[src/design/x86_page_table_walker_assert.svh]
// Assertion macros used by the page table walker RTL.
`ifndef X86_PAGE_TABLE_WALKER_ASSERT_SVH
`define X86_PAGE_TABLE_WALKER_ASSERT_SVH

// The consequent must hold in the same cycle as the antecedent.
`define X86PTW_ASSERT_NOW(label, ante, cons, msg) \
  label: assert property (@(posedge clk_i) disable iff (!rst_ni) (ante) |-> (cons)) \
    else $error(msg);

// The consequent must hold in the cycle after the antecedent.
`define X86PTW_ASSERT_NEXT(label, ante, cons, msg) \
  label: assert property (@(posedge clk_i) disable iff (!rst_ni) (ante) |=> (cons)) \
    else $error(msg);

`endif

[src/design/x86ptw_pkg.sv]
package x86ptw_pkg;

  localparam int PageShift = 12;

  localparam logic [63:0] FrameMask  = 64'h000f_ffff_ffff_f000;
  localparam logic [63:0] PaeRootMask = ~64'h1f;
  localparam logic [63:0] PageRootMask = ~64'hfff;

  localparam logic [2:0] Levels2 = 3'd2;
  localparam logic [2:0] Levels3 = 3'd3;
  localparam logic [2:0] Levels4 = 3'd4;

  localparam int PresentBit = 0;
  localparam int LargeBit   = 7;

  typedef enum logic {
    CMD_TRANSLATE = 1'b0,
    CMD_ENTRY     = 1'b1
  } cmd_e;

  typedef enum logic [2:0] {
    KIND_READ        = 3'd0,
    KIND_FRAME       = 3'd1,
    KIND_LEAF        = 3'd2,
    KIND_NOT_PRESENT = 3'd3,
    KIND_UNEXPECTED  = 3'd4
  } kind_e;

  typedef enum logic [2:0] {
    CFG_HVM_GUEST   = 3'd0,
    CFG_PAGING_ON   = 3'd1,
    CFG_LONG_MODE   = 3'd2,
    CFG_PAE_ON      = 3'd3,
    CFG_GUEST_WIDE  = 3'd4,
    CFG_TABLE_ROOT  = 3'd5
  } cfg_reg_e;

  // Bit position of the lowest virtual address bit that indexes the table at a level.
  function automatic logic [5:0] index_shift(input logic [2:0] levels, input logic [2:0] level);
    logic [5:0] sh;
    if (levels == Levels2) begin
      sh = (level == 3'd2) ? 6'(PageShift + 10) : 6'(PageShift);
    end else begin
      case (level)
        3'd4:    sh = 6'(PageShift + 27);
        3'd3:    sh = 6'(PageShift + 18);
        3'd2:    sh = 6'(PageShift + 9);
        default: sh = 6'(PageShift);
      endcase
    end
    return sh;
  endfunction

endpackage

[src/design/x86_page_table_walker.sv]
// Results are registered: each accepted request updates the output register.
// Throughput: one request per cycle while the output register is empty or read;
// each request is a single walk step done by one pass of masks, a shift and an add
// between the input and the result register. Reset: asynchronous, active low;
// clears the configuration, the walk state and the output valid, so no walk runs.
module x86_page_table_walker (
  input  logic        clk_i,
  input  logic        rst_ni,
  input  logic        cfg_we_i,
  input  logic [2:0]  cfg_idx_i,
  input  logic [63:0] cfg_data_i,
  input  logic        in_valid_i,
  output logic        in_ready_o,
  input  logic        cmd_i,
  input  logic [63:0] virt_addr_i,
  input  logic [63:0] entry_data_i,
  output logic        out_valid_o,
  input  logic        out_ready_i,
  output logic [2:0]  kind_o,
  output logic [63:0] value_o,
  output logic        read_wide_o
);

  `include "x86_page_table_walker_assert.svh"

  logic        hvm_q, paging_q, lma_q, pae_q, wide_q;
  logic [63:0] root_q;

  logic        busy_q, busy_d;
  logic [2:0]  lc_q, lc_d;
  logic [2:0]  cur_q, cur_d;
  logic [47:0] va_q, va_d;

  logic        out_valid_q;
  logic [2:0]  kind_q, kind_d;
  logic [63:0] value_q, value_d;
  logic        rd_wide_q, rd_wide_d;

  logic        in_fire;
  logic [2:0]  lvl_new;
  logic [63:0] base_new;
  logic [47:0] va_new;
  logic [63:0] pte;
  logic [63:0] next_base;
  logic [2:0]  cur_dec;
  logic        translate;

  logic [2:0]  rd_lc, rd_cur;
  logic [47:0] rd_va;
  logic [63:0] rd_base;
  logic [5:0]  rd_shift;
  logic [47:0] rd_shifted;
  logic [9:0]  rd_idx;
  logic [63:0] rd_addr;

  logic [5:0]  lg_shift;
  logic [63:0] lg_low;
  logic [63:0] lg_frame;
  logic        lg_allowed;

  assign in_ready_o = !out_valid_q || out_ready_i;
  assign in_fire    = in_valid_i && in_ready_o;
  assign translate  = (x86ptw_pkg::cmd_e'(cmd_i) == x86ptw_pkg::CMD_TRANSLATE);

  always_comb begin
    if (hvm_q) begin
      lvl_new  = lma_q ? x86ptw_pkg::Levels4 :
                 (pae_q ? x86ptw_pkg::Levels3 : x86ptw_pkg::Levels2);
      base_new = root_q & ((lvl_new == x86ptw_pkg::Levels3) ?
                           x86ptw_pkg::PaeRootMask : x86ptw_pkg::PageRootMask);
    end else if (wide_q) begin
      lvl_new  = x86ptw_pkg::Levels4;
      base_new = root_q;
    end else begin
      lvl_new  = x86ptw_pkg::Levels3;
      base_new = ((root_q >> x86ptw_pkg::PageShift) | (root_q << (32 - x86ptw_pkg::PageShift)))
                 << x86ptw_pkg::PageShift;
    end
    va_new = (lvl_new == x86ptw_pkg::Levels4) ? virt_addr_i[47:0] : {16'b0, virt_addr_i[31:0]};
  end

  always_comb begin
    pte       = (lc_q == x86ptw_pkg::Levels2) ? {32'b0, entry_data_i[31:0]} : entry_data_i;
    next_base = pte & x86ptw_pkg::FrameMask;
    cur_dec   = cur_q - 3'd1;

    rd_lc      = translate ? lvl_new : lc_q;
    rd_cur     = translate ? lvl_new : cur_dec;
    rd_va      = translate ? va_new : va_q;
    rd_base    = translate ? base_new : next_base;
    rd_shift   = x86ptw_pkg::index_shift(rd_lc, rd_cur);
    rd_shifted = rd_va >> rd_shift;
    rd_idx     = (rd_lc == x86ptw_pkg::Levels2) ? rd_shifted[9:0] : {1'b0, rd_shifted[8:0]};
    rd_addr    = rd_base + ((rd_lc == x86ptw_pkg::Levels2) ? {52'b0, rd_idx, 2'b0}
                                                          : {51'b0, rd_idx, 3'b0});

    lg_shift   = x86ptw_pkg::index_shift(lc_q, cur_q);
    lg_low     = (64'd1 << lg_shift) - 64'd1;
    lg_frame   = (next_base & ~lg_low) | ({16'b0, va_q} & lg_low);
    lg_allowed = (cur_q == 3'd2) || (cur_q == 3'd3 && lc_q == x86ptw_pkg::Levels4);
  end

  always_comb begin
    busy_d    = busy_q;
    lc_d      = lc_q;
    cur_d     = cur_q;
    va_d      = va_q;
    kind_d    = x86ptw_pkg::KIND_UNEXPECTED;
    value_d   = '0;
    rd_wide_d = 1'b0;
    if (translate) begin
      busy_d = 1'b0;
      if (hvm_q && !paging_q) begin
        kind_d  = x86ptw_pkg::KIND_FRAME;
        value_d = virt_addr_i >> x86ptw_pkg::PageShift;
      end else begin
        busy_d    = 1'b1;
        lc_d      = lvl_new;
        cur_d     = lvl_new;
        va_d      = va_new;
        kind_d    = x86ptw_pkg::KIND_READ;
        value_d   = rd_addr;
        rd_wide_d = (lvl_new != x86ptw_pkg::Levels2);
      end
    end else if (busy_q) begin
      if (!pte[x86ptw_pkg::PresentBit]) begin
        busy_d = 1'b0;
        kind_d = x86ptw_pkg::KIND_NOT_PRESENT;
      end else if (lg_allowed && pte[x86ptw_pkg::LargeBit]) begin
        busy_d  = 1'b0;
        kind_d  = x86ptw_pkg::KIND_FRAME;
        value_d = lg_frame >> x86ptw_pkg::PageShift;
      end else if (cur_dec == 3'd0) begin
        busy_d  = 1'b0;
        kind_d  = x86ptw_pkg::KIND_LEAF;
        value_d = pte;
      end else begin
        cur_d     = cur_dec;
        kind_d    = x86ptw_pkg::KIND_READ;
        value_d   = rd_addr;
        rd_wide_d = (lc_q != x86ptw_pkg::Levels2);
      end
    end
  end

  always_ff @(posedge clk_i or negedge rst_ni) begin
    if (!rst_ni) begin
      hvm_q    <= 1'b0;
      paging_q <= 1'b0;
      lma_q    <= 1'b0;
      pae_q    <= 1'b0;
      wide_q   <= 1'b0;
      root_q   <= '0;
    end else if (cfg_we_i) begin
      case (x86ptw_pkg::cfg_reg_e'(cfg_idx_i))
        x86ptw_pkg::CFG_HVM_GUEST:  hvm_q    <= cfg_data_i[0];
        x86ptw_pkg::CFG_PAGING_ON:  paging_q <= cfg_data_i[0];
        x86ptw_pkg::CFG_LONG_MODE:  lma_q    <= cfg_data_i[0];
        x86ptw_pkg::CFG_PAE_ON:     pae_q    <= cfg_data_i[0];
        x86ptw_pkg::CFG_GUEST_WIDE: wide_q   <= cfg_data_i[0];
        x86ptw_pkg::CFG_TABLE_ROOT: root_q   <= cfg_data_i;
        default: ;
      endcase
    end
  end

  always_ff @(posedge clk_i or negedge rst_ni) begin
    if (!rst_ni) begin
      busy_q      <= 1'b0;
      lc_q        <= '0;
      cur_q       <= '0;
      out_valid_q <= 1'b0;
    end else begin
      out_valid_q <= in_fire || (out_valid_q && !out_ready_i);
      if (in_fire) begin
        busy_q <= busy_d;
        lc_q   <= lc_d;
        cur_q  <= cur_d;
      end
    end
  end

  always_ff @(posedge clk_i) begin
    if (in_fire) begin
      va_q      <= va_d;
      kind_q    <= kind_d;
      value_q   <= value_d;
      rd_wide_q <= rd_wide_d;
    end
  end

  assign out_valid_o = out_valid_q;
  assign kind_o      = kind_q;
  assign value_o     = value_q;
  assign read_wide_o = rd_wide_q;

  `X86PTW_ASSERT_NOW(a_busy_matches_read, out_valid_q,
    busy_q == (kind_q == x86ptw_pkg::KIND_READ), "walk state disagrees with result kind")
  `X86PTW_ASSERT_NOW(a_wide_only_on_read, out_valid_q && rd_wide_q,
    kind_q == x86ptw_pkg::KIND_READ, "wide read flag on a non-read result")
  `X86PTW_ASSERT_NOW(a_level_in_range, busy_q,
    cur_q != 3'd0 && cur_q <= lc_q, "current level outside the walk depth")
  `X86PTW_ASSERT_NEXT(a_stray_entry, in_fire && !translate && !busy_q,
    out_valid_q && kind_q == x86ptw_pkg::KIND_UNEXPECTED && value_q == 64'd0,
    "entry without a walk not reported as unexpected")

endmodule

[config.mk]
export PLATFORM = sky130hd
export DESIGN_NAME = x86_page_table_walker
export DESIGN_NICKNAME = d
export VERILOG_FILES = /design/src/design/x86ptw_pkg.sv /design/src/design/x86_page_table_walker.sv
export VERILOG_INCLUDE_DIRS = /design/src /design/src/design
export SDC_FILE = /design/constraint.sdc
export NUM_CORES = 1
export LEC_CHECK = 0
export BUFFER_PORTS_ARGS = -buffer_cell sky130_fd_sc_hd__buf_2
export CAP_MARGIN = 5
export CELL_PAD_IN_SITES_DETAIL_PLACEMENT = 1
export CELL_PAD_IN_SITES_GLOBAL_PLACEMENT = 2
export CORE_ASPECT_RATIO = 1.1
export CORE_MARGIN = 2
export CORE_UTILIZATION = 34
export CTS_CLUSTER_DIAMETER = 40
export CTS_CLUSTER_SIZE = 10
export DETAILED_ROUTE_END_ITERATION = 12
export PLACE_DENSITY = 0.91
export SLEW_MARGIN = 25
export SYNTH_ARGS = -nofsm -noshare
export SYNTH_HDL_FRONTEND = slang
export SYNTH_SLANG_ARGS = --single-unit
[constraint.sdc]
create_clock -name clk_i -period 6 [get_ports clk_i]
set_input_delay 0.3 -clock clk_i [delete_from_list [all_inputs] [get_ports clk_i]]
set_output_delay 0.3 -clock clk_i [all_outputs]
set_load 0.02 [all_outputs]
# == Yosys cells after proc, flatten, opt, wreduce, memory -nomap -nowiden ==
# Index checks and enable logic that the tools add are counted.
# word_totals
elab_cells,122
inputBits,201
reg_bits,193
# op_classes
shift,2
n_addsub,3
n_reduce_logical,21
muxes,51
bitwise,8
n_eq_ne,23
# op_table
cell,count
$mux 64,10
$mux 48,2
$add 64x13->64,1
$and 48x64->64,1
$and 52x64->64,1
$and 64x64->64,1
$not 64->64,1
$or 64x64->64,1
$shl 1x6->64 const A,1
$sub 64x1->64 const B,1
$or 52x52->52,1
$shr 48x6->10,1
$mux 3,13
$pmux 6 s3,2
$eq 3x2->1 const B,9
$eq 3x3->1 const B,6
$mux 1,14
$mux 13,1
$mux 12,1
$mux 6,2
$reduce_and 2->1,6
$mux 10,1
$mux 5,2
$logic_not 3->1,2
other kinds (12),27

# == Depth between registers and ports, before layout ==
# Gate-level depths: netlist of run 1.
# logic_depth
ltp_word,16
mapped_depth,23
depth_no_buf,20

# == Worst setup path after synthesis of run 1 ==
# Ideal clock, no wire load.
# synth_timing
path_type,register to register
from,reg cur_q[0]
to,"reg value_q[48], in the netlist value_o[48] (data pin)"
arrival_ps,4901
synth_period_minus_slack_ps,5168
required_ps,5734
setup_slack_ps,832
setup_ps,266
stages_incl_launch_ff,21
path_cell_list,dfrtp_1 -> clkbuf_1 -> inv_1 -> ha_1 -> xnor3_1 -> nand3_1 -> buf_2 -> mux2i_1 -> a21oi_1 -> mux2_1 -> a211oi_1 -> o22ai_1 -> fa_1 -> a211oi_1 -> o21bai_1 -> o2bb2ai_1 -> o211ai_1 -> nor4_1 -> nand2_1 -> xor2_1 -> o21ai_1
# synth_between
elab_chain_cells,14
# synth_rtl
element,line,text
from (decl),x86_page_table_walker.sv:31,"logic [2:0] cur_q, cur_d;"
from (signal assigned),x86_page_table_walker.sv:178,cur_q <= cur_d;
$sub 3x1->3,x86_page_table_walker.sv:85,cur_dec = cur_q - 3'd1;
$mux 3,x86_page_table_walker.sv:88,rd_cur = translate ? lvl_new : cur_dec;
$eq 3x2->1 (tied with other cells),"x86ptw_pkg.sv:42, x86ptw_pkg.sv:44",
$pmux 6 s3 / $mux 5 (equally long branches),"x86ptw_pkg.sv:44, x86ptw_pkg.sv:42",
$mux 6,x86ptw_pkg.sv:41,if (levels == Levels2) begin
$shr 48x6->10,x86_page_table_walker.sv:92,rd_shifted = rd_va >> rd_shift;
$mux 10,x86_page_table_walker.sv:93,"rd_idx = (rd_lc == x86ptw_pkg::Levels2) ? rd_shifted[9:0] : {1'b0, rd_shifted[8:0]};"
$mux 13,x86_page_table_walker.sv:94,"rd_addr = rd_base + ((rd_lc == x86ptw_pkg::Levels2) ? {52'b0, rd_idx, 2'b0}"
$add 64x13->64,x86_page_table_walker.sv:94,
$mux 64,x86_page_table_walker.sv:133,end else if (cur_dec == 3'd0) begin
$mux 64,x86_page_table_walker.sv:129,end else if (lg_allowed && pte[x86ptw_pkg::LargeBit]) begin
$mux 64,x86_page_table_walker.sv:126,if (!pte[x86ptw_pkg::PresentBit]) begin
$mux 64,x86_page_table_walker.sv:125,end else if (busy_q) begin
$mux 64 *,x86_page_table_walker.sv:111,if (translate) begin
named net value_d[48],x86_page_table_walker.sv:36,"logic [63:0] value_q, value_d;"
to (signal assigned),x86_page_table_walker.sv:187,value_q <= value_d;
to (decl),x86_page_table_walker.sv:36,
# The timed path passes the listed nets; every way through them passes the cells marked *.
# A chain may end at the register's enable or synchronous reset.

# == Final worst setup path of run 1 ==
# layout_timing
from,reg cur_q[1]
to,"reg value_q[36], in the netlist value_o[36] (data pin)"
# Same word-level chain as after synthesis.

==> results of run 1 <==
## layout make-up
cell class / instances / area [sq um]
diodes: 5 / 12.5
flip-flops and latches: 181 / 5050
clock buffers: 21 / 460
repair buffers: 343 / 1950
multi-input cells: 1008 / 6770
well taps: 481 / 602
inverters: 8 / 30.0
fillers: 4146 / 20200
clock inverters: 11 / 92.6
## cells by family (layout without fill, tap and decap cells)
kind of cell               Yosys count  count (layout)  synth area share (%)
adders and majority gates           17              17                  1.81
buffers and inverters               91             383                  3.11
DFF                                181             181                  41.5
muxes                              155             155                  13.7
and+or+nand+nor                    405             405                  16.6
AOI/OAI and AO/OA                  374             374                  19.1
xor gates and xnor gates            56              56                  4.14
other                                1               6                0.0308
## worst min path at each step
stage | start | end | slack (ns) | cells past startpoint
floorplan | rst_ni | busy_q | 0.004 | 0
CTS | virt_addr_i[18] | va_q[18] | 0.01 | 1
global placement | root_q[59] | root_q[59] | 0.49 | 1
detailed placement | root_q[47] | root_q[47] | 0.50 | 1
global route | virt_addr_i[18] | va_q[18] | 0.03 | 1
finish | virt_addr_i[18] | va_q[18] | 0.04 | 1
## worst register-to-register path, cell delays in order, from the launching register on
cell and delay [ns]:
dfrtp_1 0.40, inv_1 0.10, ha_1 0.37, xnor3_1 0.45, nand3_1 0.32, mux2_2 0.38, a21oi_1 0.16, mux2i_1 0.16
nand2_1 0.10, nor4bb_1 0.36, buf_4 0.19, nor2_1 0.04, ha_1 0.24, fa_1 0.41, a211oi_1 0.28, o21bai_1 0.15
o2bb2ai_1 0.22, o211ai_1 0.21, buf_4 0.19, buf_4 0.13, nor3_1 0.05, xnor2_1 0.26, nand2_1 0.09, o21ai_1 0.22
## layer usage
| metal | GRT usage, % | share of wire, % | up-vias |
|---|---|---|---|
| li1 | - | - | 5391 |
| met5 | 0 | 0 | - |
| met3 | 4.65 | 6.4 | 85 |
| met1 | 38.6 | 44 | 5957 |
| met2 | 45.1 | 46 | 543 |
| met4 | 11.2 | 3.4 | 0 |
## per-stage QoR
stage,utilization [%],cells,area [sq um]
3_5_place_dp,40.9,2020,14400
6_report,42.5,2058,15000
2_1_floorplan,-,1280,12200
4_1_cts,42.4,2052,14900
3_3_place_gp,40.9,2020,14400
5_1_grt,42.5,2056,15000
## Yosys cell counts (15+ instances only)
cell	number	area, sq um
o21ai_1	45	225
clkbuf_1	57	214
xnor2_1	30	263
o21ai_0	55	275
a21oi_1	117	586
nand4_1	16	100
a22oi_1	21	158
nor2_1	82	308
dfrtp_1	77	1930
mux2i_1	66	661
nand2_1	123	462
nand3_1	41	205
a211oi_1	18	135
xor2_1	25	219
edfxtp_1	104	3120
nor3_1	33	165
ha_1	16	200
and2_1	31	194
mux2_2	88	991
buf_2	18	90.1
o22ai_1	15	93.8
## sequential cells by signal, indices dropped and copies added, names as in the netlist
name         cells
busy_q           1
wide_q           1
paging_q         1
lc_q             3
out_valid_o      1
value_o         64
lma_q            1
va_q            36
pae_q            1
hvm_q            1
cur_q            3
root_q          64
read_wide_o      1
kind_o           3
## where the power goes
part	total, mW	switching (mW)	internal [mW]
registers	1.76	0.192	1.57
clock network	1.10	0.539	0.561
logic	3.06	1.87	1.19
## repair_timing
item,4_1_cts,5_1_grt
resized for setup,0,1
endpoints found under the setup margin,0,1
hold endpoints to repair,0,77
hold buffers,0,1
==> out/results.tsv, run 1 <==
metric	value	unit
synth.distinct_cells	81	
slew_viol_final	0	
hold_viol_final	0	
status	finished, final reports clean	
path_cells	inv_1, ha_1, xnor3_1, nand3_1, mux2_2, a21oi_1, mux2i_1, nand2_1, nor4bb_1, buf_4, nor2_1, ha_1, fa_1, a211oi_1, o21bai_1, o2bb2ai_1, o211ai_1, buf_4, buf_4, nor3_1, xnor2_1, nand2_1, o21ai_1	
r2r_slack	0.30	ns
dr_total_vias	12000	
syn_inst	1280	
cp-endpoint	value_o[36]	
gr-usage-all-layers	28.4	%
crit_path_max_fanout	7	
dp_hpwl	41.9	mm
nNetsFinal	1777	
cp.depth	23	
cp_data_arrival_time	5.95	ns
gp_congestion	0.931	
reg2reg_to	value_o[36]	
layout_setup_ws	0.300	ns
drtAntennaViolNets	0	
grt_max_degree	78	
die-area	37300	sq um
initial_core_util	34.6	%
clk_latency	0.48	ns
clockBufferDepth	2	
synth_edf_count	104	
ys_ff_latch	181	
worstSetupStartpointType	flop	
cts_tree	done	
async_flop_share	42.5	%
slowest_stage	xnor3_1	
ys_seq_area_share	41.5	%
hold_path.class	primary input to flop	
drive_gt1_share	30.5	%
skew	0.0215	ns
die_x	184	microns
grt_pass1_vias	12000	
cp.required	6.25	ns
cp-startpoint	cur_q[1]	
wirelength	53.1	mm
layout_commonest_cell	buf_2	
io_buffers	258	
crit_path_end_kind	flop	
cts_sinks	181	
drc	0	
maxClockFrequency	0.175	GHz
syn_area	12200	sq um
path_clk_slew	0.07	ns
core_area	35200	sq um
criticalPathCategory	flop to flop	
tns	0	ns
grt_pass1_wl	77.9	mm
post_cts_buffers	0	
setup_viol	0	
grt_remaining_overflow	0	
tightest_slew	1.03	ns
dominantRegCellSynth	edfxtp_1	
critPathBufInv	4	
power.density	395	nW/um^2
synth.avg_cell_area	9.51	sq um
dr.pass1.iters	5	
viasPerCell	5.82	
fin_total_pwr	5.92	mW
yosysWarnings	0	
max-cap-violations	0	
whs	0.0389	ns
io_pins	271	
crit_family	compound AO/OA/AOI/OAI gates	
r2r-start	cur_q[1]	
die_h	202	microns
syn_to_final_growth	23.0	%
ir_drop	0.000263	V
dp_slack	0.428	ns
cpPeakStageDelay	0.45	ns
crit_top_cell	buf_4	
routedWlPerCell	25.8	microns
slew_headroom	31.6	%
syn-num-nets	1498	
rsz0062_at_grt	false	
period_share	95.0	%
layout_common_cells	256 x buf_2, 123 x nand2_1, 116 x a21oi_1, 104 x edfxtp_1, 88 x mux2_2	
grt_antenna_before_repair	4	
fin_crit	5.70	ns
cts_root_buffer	clkbuf_16	
rows	72	
cts_max_level	4	
leakagePower	6.19	nW
r2r_cells	23	
drtIter0Drc	952	
cts-buffers-inserted	17	
(Power assumes the default switching activity.)
==> inputs of run 2 (changes only) <==
--- a/config.mk
+++ b/config.mk
@@ -6,13 +6,14 @@
 export SDC_FILE = /design/constraint.sdc
 export NUM_CORES = 1
 export LEC_CHECK = 0
+export ABC_AREA = 1
 export BUFFER_PORTS_ARGS = -buffer_cell sky130_fd_sc_hd__buf_2
 export CAP_MARGIN = 5
 export CELL_PAD_IN_SITES_DETAIL_PLACEMENT = 1
 export CELL_PAD_IN_SITES_GLOBAL_PLACEMENT = 2
 export CORE_ASPECT_RATIO = 1.1
 export CORE_MARGIN = 2
-export CORE_UTILIZATION = 34
+export CORE_UTILIZATION = 32
 export CTS_CLUSTER_DIAMETER = 40
 export CTS_CLUSTER_SIZE = 10
 export DETAILED_ROUTE_END_ITERATION = 12
==> run 2 against run 1 <==
Sequential power down 2%; power up 6.5%; critical path depth up 8; area after synthesis up 12%; clock skew down 0.0052 ns; critical path type unchanged.
==> out/results.tsv, run 2 <==
metric	value	unit
slowest_stage	dfrtp_1	
crit_top_cell	nand2_1	
dp.cells	2642	
async_flop_share	41.2	%
maxClockFrequency	0.182	GHz
cts-resized-gates	0	
post_cts_buffers	0	
syn_to_final_growth	19.7	%
clockBufferDepth	2	
clk_latency	0.49	ns
r2r-start	hvm_q	
viasPerCell	5.33	
yosysWarnings	0	
synth.area.top_cells	edfxtp_1 24%, nand2_1 14%, dfrtp_1 14%	
max-cap-violations	0	
die_x	200	microns
dr.pass1.iters	8	
cts_sinks	187	
grt_pass1_wl	92.5	mm
gr-usage-all-layers	28.4	%
cp.required	6.24	ns
crit_path_max_fanout	18	
worstSetupStartpointType	flop	
crit_path_end_kind	flop	
layout_common_cells	513 x nand2_1, 262 x buf_2, 185 x nand3_1, 169 x inv_1, 162 x nor2_1	
fin_crit	5.49	ns
grt_max_degree	88	
power.density	388	nW/um^2
cts_root_buffer	clkbuf_16	
hold_viol_final	0	
seq_area	5230	sq um
hold-path-endpoint	va_q[6]	
nNetsFinal	2317	
cpPeakStageDelay	0.50	ns
fillCellCount	5382	
syn-num-nets	2054	
grt_antenna_before_repair	0	
layout_commonest_cell	nand2_1	
syn_area	13600	sq um
cp_data_arrival_time	5.73	ns
min_from	virt_addr_i[6]	
io_buffers	264	
tightest_slew	0.966	ns
ys_ff_latch	187	
whs_path_depth	1	
tns	0	ns
grt_pass1_vias	14800	
status	finished, final reports clean	
hold_path.class	primary input to flop	
ir_drop	0.000208	V
cts_tree	done	
multi_input_area	7250	sq um
period_share	91.5	%
slew_viol_final	0	
rows	79	
whs	0.0176	ns
die_h	220	microns
drtIter0Drc	864	
synth_top_area_cell	edfxtp_1	
synthTopCellsByCount	514 x nand2_1, 185 x nand3_1, 170 x inv_1, 166 x nor2_1, 112 x o21ai_0	
routedWlPerCell	23.3	microns
io_pins	271	
grt_remaining_overflow	0	
dr_total_vias	14300	
synth.distinct_cells	64	
dp_hpwl	50.6	mm
rsz0062_at_grt	false	
holdBufCountCts	5	
dominantRegCellSynth	edfxtp_1	
path_clk_slew	0.08	ns
initial_core_util	32.2	%
gp_congestion	0.969	
leakagePower	7.51	nW
skew	0.0163	ns
n_antenna_cell	0	
cts-buffers-inserted	17	
drive_gt1_share	22.0	%
synth_top_area_share	24.3	%
r2r_cells	31	
criticalPathCategory	flop to flop	
cts_max_level	4	
setup_viol	0	
die-area	44100	sq um
r2r_slack	0.51	ns
syn_inst	1836	
reg2reg_to	value_o[56]	
slew_headroom	35.6	%
wirelength	62.4	mm
drtAntennaViolNets	0	
synth_edf_count	110	
drc	0	
synth.most_common_cell	nand2_1	
fin_cells	2679	
core_area	42100	sq um
synth.avg_cell_area	7.39	sq um
ys_seq_area_share	38.5	%
fin_total_pwr	6.31	mW
==> run 2: cell count changes in the layout (fill, tap and decap cells not counted), moves of 30 or more <==
| cell | before | now |
|---|---|---|
| o21ai_0 | 53 | 112 |
| inv_1 | 4 | 169 |
| mux2i_1 | 66 | 11 |
| nor2_1 | 80 | 162 |
| buf_4 | 84 | 49 |
| nand2_1 | 123 | 513 |
| mux2_2 | 88 | 41 |
| and2_1 | 31 | 1 |
| nand3_1 | 41 | 185 |
==> run 2: worst max-delay path by stage <==
stage / startpoint / to / slack [ns] / depth (start not counted)
after floorplan: cur_q[0] / value_o[48] / 1.81 / 32
after global placement: cur_q[0] / value_o[56] / 0.69 / 31
after detailed placement: hvm_q / value_o[56] / 0.58 / 31
after CTS: hvm_q / value_o[56] / 0.56 / 31
after global routing: hvm_q / value_o[35] / 0.02 / 32
final: hvm_q / value_o[56] / 0.51 / 31
==> run 2: final cells by class <==
type | instances | area share, %
multi-input combinational | 1392 | 44.6
sequential | 187 | 32.2
timing repair buffer | 317 | 10.8
tap | 567 | 4.36
inverter | 184 | 4.27
clock buffer | 17 | 2.62
clock inverter | 15 | 1.22
==> run 2: per-layer routing <==
| layer | vias to the layer above | routed length [microns] | track usage, % |
|---|---|---|---|
| met5 | - | 0 | 0 |
| met4 | 0 | 3290 | 15.0 |
| met3 | 126 | 3820 | 5.35 |
| met2 | 523 | 29400 | 47.5 |
| met1 | 6902 | 25900 | 34.8 |
| li1 | 6726 | - | - |
==> run 2: logic make-up after synthesis <==
logic type	share of synthesized area [%]
AOI/OAI and AO/OA	14.5
xor gates and xnor gates	1.61
adders and majority gates	1.62
buffers and inverters	8.25
DFF	38.5
muxes	4.21
other	0.0276
and+or+nand+nor	31.3
==> run 2: metrics by stage <==
stage	util, %	area (sq um)	worst slack [ns]
2_1_floorplan	-	13600	1.81
3_3_place_gp	37.0	15600	0.694
3_5_place_dp	37.0	15600	0.580
4_1_cts	38.6	16300	0.564
5_1_grt	38.6	16300	0.0152
6_report	38.6	16300	0.508
==> run 2: where the power goes <==
part           leakage, nW  internal [mW]  switching (mW)  total [mW]
Clock                0.305          0.607           0.627        1.23
Combinational         5.25           1.02            2.33        3.35
Sequential            1.95           1.61           0.111        1.72
Total                 7.51           3.24            3.07        6.31
==> run 2: worst max-delay path: cells and delay by family (launching register included) <==
| kind | cells | cell delay, ns |
|---|---|---|
| and+or+nand+nor | 23 | 3.20 |
| AOI/OAI and AO/OA | 3 | 0.61 |
| adders and majority gates | 1 | 0.40 |
| buffers and inverters | 4 | 0.49 |
| DFF | 1 | 0.50 |
